### src/hw/rtl/slt_pkg.sv
package slt_pkg;

    localparam logic [1:0] KIND_CHECK  = 2'd0;
    localparam logic [1:0] KIND_LOCK   = 2'd1;
    localparam logic [1:0] KIND_UNLOCK = 2'd2;

    localparam int RSP_COUNT_W = 9;

    typedef struct packed {
        logic [1:0]  kind;
        logic [31:0] file_key;
        logic [7:0]  sentence_index;
        logic [15:0] user_key;
    } req_t;

    typedef struct packed {
        logic                   held_by_other;
        logic                   granted;
        logic                   table_full;
        logic [RSP_COUNT_W-1:0] entries_used;
    } rsp_t;

    typedef struct packed {
        logic [31:0] file_key;
        logic [7:0]  sentence_index;
        logic [15:0] user_key;
    } entry_t;

    typedef struct packed {
        logic load_req;
        logic clr_idx;
        logic inc_idx;
        logic rd_scan;
        logic rd_next;
        logic wr_shift;
        logic append;
        logic dec_cnt;
        logic set_res;
        logic res_held;
        logic res_granted;
        logic res_full;
        logic load_out;
    } slt_cmd_t;

    typedef struct packed {
        logic [1:0] kind;
        logic       idx_lt_cnt;
        logic       next_lt_cnt;
        logic       place_hit;
        logic       full_hit;
        logic       user_same;
        logic       tbl_full;
    } slt_stat_t;

endpackage

### src/hw/rtl/slt_ctrl.sv
module slt_ctrl (
    input  logic               clk,
    input  logic               rst_n,
    input  logic               req_valid,
    output logic               req_stall,
    output logic               rsp_valid,
    input  logic               rsp_stall,
    input  slt_pkg::slt_stat_t stat,
    output slt_pkg::slt_cmd_t  cmd
);
    import slt_pkg::*;

    localparam logic [2:0] S_IDLE = 3'd0;
    localparam logic [2:0] S_SCAN = 3'd1;
    localparam logic [2:0] S_CMP  = 3'd2;
    localparam logic [2:0] S_SHRD = 3'd3;
    localparam logic [2:0] S_SHWR = 3'd4;
    localparam logic [2:0] S_DONE = 3'd5;

    logic [2:0] state_reg, state_next;
    logic       valid_reg, valid_next;
    logic       known_kind;
    logic       hit;

    assign known_kind = (stat.kind == KIND_CHECK) || (stat.kind == KIND_LOCK) ||
                        (stat.kind == KIND_UNLOCK);
    assign hit = (stat.kind == KIND_UNLOCK) ? stat.full_hit : stat.place_hit;

    always_comb
    begin
        cmd        = '0;
        state_next = state_reg;
        unique case (state_reg)
            S_IDLE:
            begin
                if (req_valid)
                begin
                    cmd.load_req = 1'b1;
                    cmd.clr_idx  = 1'b1;
                    state_next   = S_SCAN;
                end
            end
            S_SCAN:
            begin
                if (!known_kind)
                begin
                    cmd.set_res = 1'b1;
                    state_next  = S_DONE;
                end
                else if (stat.idx_lt_cnt)
                begin
                    cmd.rd_scan = 1'b1;
                    state_next  = S_CMP;
                end
                else
                begin
                    cmd.set_res = 1'b1;
                    if (stat.kind == KIND_LOCK)
                    begin
                        if (stat.tbl_full)
                        begin
                            cmd.res_full = 1'b1;
                        end
                        else
                        begin
                            cmd.append      = 1'b1;
                            cmd.res_granted = 1'b1;
                        end
                    end
                    state_next = S_DONE;
                end
            end
            S_CMP:
            begin
                if (!hit)
                begin
                    cmd.inc_idx = 1'b1;
                    state_next  = S_SCAN;
                end
                else if (stat.kind == KIND_UNLOCK)
                begin
                    state_next = S_SHRD;
                end
                else
                begin
                    cmd.set_res     = 1'b1;
                    cmd.res_held    = !stat.user_same;
                    cmd.res_granted = stat.user_same && (stat.kind == KIND_LOCK);
                    state_next      = S_DONE;
                end
            end
            S_SHRD:
            begin
                if (stat.next_lt_cnt)
                begin
                    cmd.rd_next = 1'b1;
                    state_next  = S_SHWR;
                end
                else
                begin
                    cmd.dec_cnt     = 1'b1;
                    cmd.set_res     = 1'b1;
                    cmd.res_granted = 1'b1;
                    state_next      = S_DONE;
                end
            end
            S_SHWR:
            begin
                cmd.wr_shift = 1'b1;
                cmd.inc_idx  = 1'b1;
                state_next   = S_SHRD;
            end
            S_DONE:
            begin
                if (!valid_reg || !rsp_stall)
                begin
                    cmd.load_out = 1'b1;
                    state_next   = S_IDLE;
                end
            end
            default:
            begin
                state_next = S_IDLE;
            end
        endcase
    end

    always_comb
    begin
        valid_next = valid_reg;
        if (cmd.load_out)
        begin
            valid_next = 1'b1;
        end
        else if (valid_reg && !rsp_stall)
        begin
            valid_next = 1'b0;
        end
    end

    always_ff @(posedge clk or negedge rst_n)
    begin
        if (!rst_n)
        begin
            state_reg <= S_IDLE;
            valid_reg <= 1'b0;
        end
        else
        begin
            state_reg <= state_next;
            valid_reg <= valid_next;
        end
    end

    assign req_stall = state_reg != S_IDLE;
    assign rsp_valid = valid_reg;

endmodule

### config.mk
export PLATFORM = sky130hd
export DESIGN_NAME = slt_ctrl
export DESIGN_NICKNAME = d
export VERILOG_FILES = /design/src/hw/rtl/slt_pkg.sv /design/src/hw/rtl/slt_ctrl.sv
export SDC_FILE = /design/constraint.sdc
export NUM_CORES = 1
export LEC_CHECK = 0
export BUFFER_PORTS_ARGS = -buffer_cell sky130_fd_sc_hd__buf_2
export CORE_MARGIN = 2
export CORE_UTILIZATION = 23
export CTS_BUF_LIST = sky130_fd_sc_hd__clkbuf_16
export DETAILED_ROUTE_END_ITERATION = 10
export GPL_ROUTABILITY_DRIVEN = 0
export GPL_TIMING_DRIVEN = 1
export PLACE_DENSITY = 0.5
export RECOVER_POWER = 50
export SYNTH_ARGS = -nofsm -noshare
export SYNTH_HDL_FRONTEND = slang
export SYNTH_SLANG_ARGS = --single-unit
### constraint.sdc
create_clock -name clk -period 3.6 [get_ports clk]
set_clock_uncertainty 0.15 [all_clocks]
set_input_delay 0.54 -clock clk [delete_from_list [all_inputs] [get_ports clk]]
set_output_delay 0.54 -clock clk [all_outputs]
set_load 0.01 [all_outputs]
==> results.rst <==
.. list-table::
   :header-rows: 1

   * - Metric
     - Value
   * - Number of nets with antenna violations after routing
     - 0
   * - Setup repair after global routing missed its margin
     - false
   * - IR drop worst, VDD
     - 239 uV
   * - Syn Std Cell Area
     - 440 um2
   * - Number of design-rule violations left by the first detailed-router iteration
     - 10
   * - FILL cells
     - 214
   * - Via count
     - 491
   * - Die Outline Area
     - 2280 um2
   * - Ratio of cells with drive above 1 in the final layout
     - 33.7%
   * - Net count reported at finish
     - 97
   * - Final wirelength
     - 1.11 mm
   * - Final cell area excluding filler cells
     - 652 um2
   * - Io pins
     - 27
   * - Endpoint arrival time on the critical path
     - 1740 ps
   * - Slew Limit Headroom
     - 75.0%
   * - Initial antenna violation count
     - 0
   * - Total of buffers placed on input and output ports
     - 26
   * - Number of warnings printed during yosys synthesis
     - 0
   * - Largest fanout on the critical path
     - 15
   * - Antenna cell count
     - 0
   * - Number of global-route vias before repair
     - 440
   * - Residual DRC count
     - 0
   * - Most common library cell in the layout ignoring fill and taps
     - buf_2
   * - Clock latency on the worst-skew pair
     - 220 ps
   * - Setup WS post-layout
     - 1170 ps
   * - Post-placement cell area
     - 574 um2
   * - Number of distinct library cells after synthesis
     - 30
   * - Vias per cell
     - 4.55
   * - Crit path to
     - cmd[2]
   * - Kind of end point of the critical path
     - output port
   * - Count of state elements after synthesis
     - 4
   * - Post-route total power
     - 0.488 mW
   * - Result of the run
     - completed
   * - Transition time of the tightest slew-check pin
     - 376 ps
   * - Count of maximum capacitance violations
     - 0
   * - Hold Path Class
     - flip-flop to flip-flop
   * - Beginning of the critical path
     - state_reg[0]
   * - Die Y
     - 47.8 um
   * - Root Buffer
     - clkbuf_16
   * - Highest clock frequency the design can meet
     - 412 MHz
   * - Final core occ
     - 37.0%
   * - Req. time, crit path
     - 2910 ps
   * - Floorplan core area
     - 1760 um2
   * - WHS Path Cells
     - 2
   * - Number of flip-flops in the largest register
     - 3
   * - Share of synthesized flip-flops with an asynchronous set or reset
     - 100%
   * - Reg clk slew, reported paths
     - 30 ps
   * - Number of buffers created by CTS
     - 3
   * - Final non-filler cell total
     - 108
   * - Number of H-tree levels
     - 1
   * - Detailed-placement wirelength estimate
     - 892 um
   * - Cells on worst reg2reg path
     - 3
   * - Area growth, synth to finish
     - 48.0%
   * - Pre-CTS setup slack
     - 1430 ps
   * - Number of detailed-route iterations in the first pass
     - 3
   * - Starting Density
     - 25.0%
   * - Commonest register cell after synthesis
     - dfrtp_1
   * - Internal reg-to-reg setup slack
     - 2100 ps
   * - Sum of negative setup slack
     - 0 ps
   * - Sequential-to-total area share from yosys stat
     - 22.7%
   * - Leak
     - 0.342 nW
   * - Wire length of the first global-routing pass
     - 1.72 mm
   * - Crit Reg-Reg Startpoint
     - state_reg[0]
   * - Count of final setup violators
     - 0
   * - Final Hold Violating Endpoints
     - 0
   * - Minimum clock period after layout
     - 2430 ps
   * - Number of cells after detailed placement
     - 104
   * - Total count of max-transition violations in the final report
     - 0
   * - Clock tree from TritonCTS
     - done
   * - Number of synthesized flops with an enable pin
     - 0
   * - Worst setup path category
     - flip-flop to output port
   * - Crit path launch type
     - flip-flop
   * - Row count
     - 15
   * - Fraction of the cycle the final worst path needs
     - 67.4%
   * - Mean post-synth cell area
     - 7.59 um2
   * - PD cells
     - 749 nW/um2
   * - Global-route usage over all layers
     - 10.5%
   * - Instance count of the mapped netlist
     - 58
   * - Longest Clk Path Bufs
     - 2
   * - Clock sinks
     - 4
   * - Grt total ovfl
     - 0
   * - Endpoint of the worst register-to-register path
     - state_reg[1]
   * - Die width
     - 47.8 um
   * - Worst hold-check slack
     - 367 ps
   * - Wire length per cell
     - 10.3 um
   * - Pin count of the biggest net entering global routing
     - 16
   * - Net count of the mapped netlist
     - 70
   * - Hold path startpoint
     - rsp_valid
   * - Most used cells in the layout excluding fill and tap cells
     - buf_2, nand2b_1
[synth_stat cells (all sizes together), types with 2 or more instances]
cell    instances  area share [%]
nand2b          6             8.5
dfrtp           4              23
inv             4             3.4
nand2           4             3.4
o21ai           4             4.5
buf             3             4.5
nor2b           3             4.3
nor4            3             7.7
a21o            2             3.4
a21oi           2             2.3
clkbuf          2             1.7
nand3           2             2.3
nand3b          2             3.4
nor2            2             1.7
nor3            2             2.3
[area by class of cell]
type | count | area, um2 | share of cell area (%)
Clock buffer | 3 | 75.1 | 11.5
Timing Repair Buffer | 27 | 135 | 20.7
Tap cell | 25 | 31.3 | 4.80
Multi-Input combinational cell | 45 | 295 | 45.3
Inverter | 4 | 15.0 | 2.30
Sequential cell | 4 | 100 | 15.4
[power by group]
part / leakage (nW) / total [mW] / internal [mW] / switching (mW)
clock: 0.0370 / 0.170 / 0.142 / 0.0283
combinational: 0.254 / 0.205 / 0.0970 / 0.108
sequential: 0.0504 / 0.113 / 0.0656 / 0.0474
total: 0.342 / 0.488 / 0.304 / 0.184
[worst min-delay path by stage]
stage               slack, ps           end
floorplan                  90     rsp_valid
global placement          200  state_reg[0]
detailed placement        200     rsp_valid
CTS                       360     rsp_valid
global route              410     rsp_valid
finish                    370     rsp_valid
[worst max-delay path, stage by stage, from the launching register on]
cell and delay (ps):
dfrtp_1 550, or3b_1 470, nor4_4 260, a21o_1 110, buf_2 120
[layer usage]
layer,wire [um],GRT usage (%),vias up
met5,0,0,-
li1,-,-,257
met3,54,3.40,0
met4,0,1.62,0
met1,499,13.9,220
met2,555,16.8,14
[logic make-up (layout without fill, tap and decap cells)]
kind of cell	Yosys count	count (layout)	share of synthesized area, %
AOI/OAI and AO/OA	15	15	23.9
buffers and inverters	9	34	9.66
DFF	4	4	22.7
and+or+nand+nor	30	30	43.8
[what timing repair did]
action | 4_1_cts | 5_1_grt
buffers inserted | 0 | 0
hold buffers | 1 | 0
endpoints found under the hold margin | 4 | 0
gates resized for setup | 0 | 0
(Power assumes the default switching activity.)
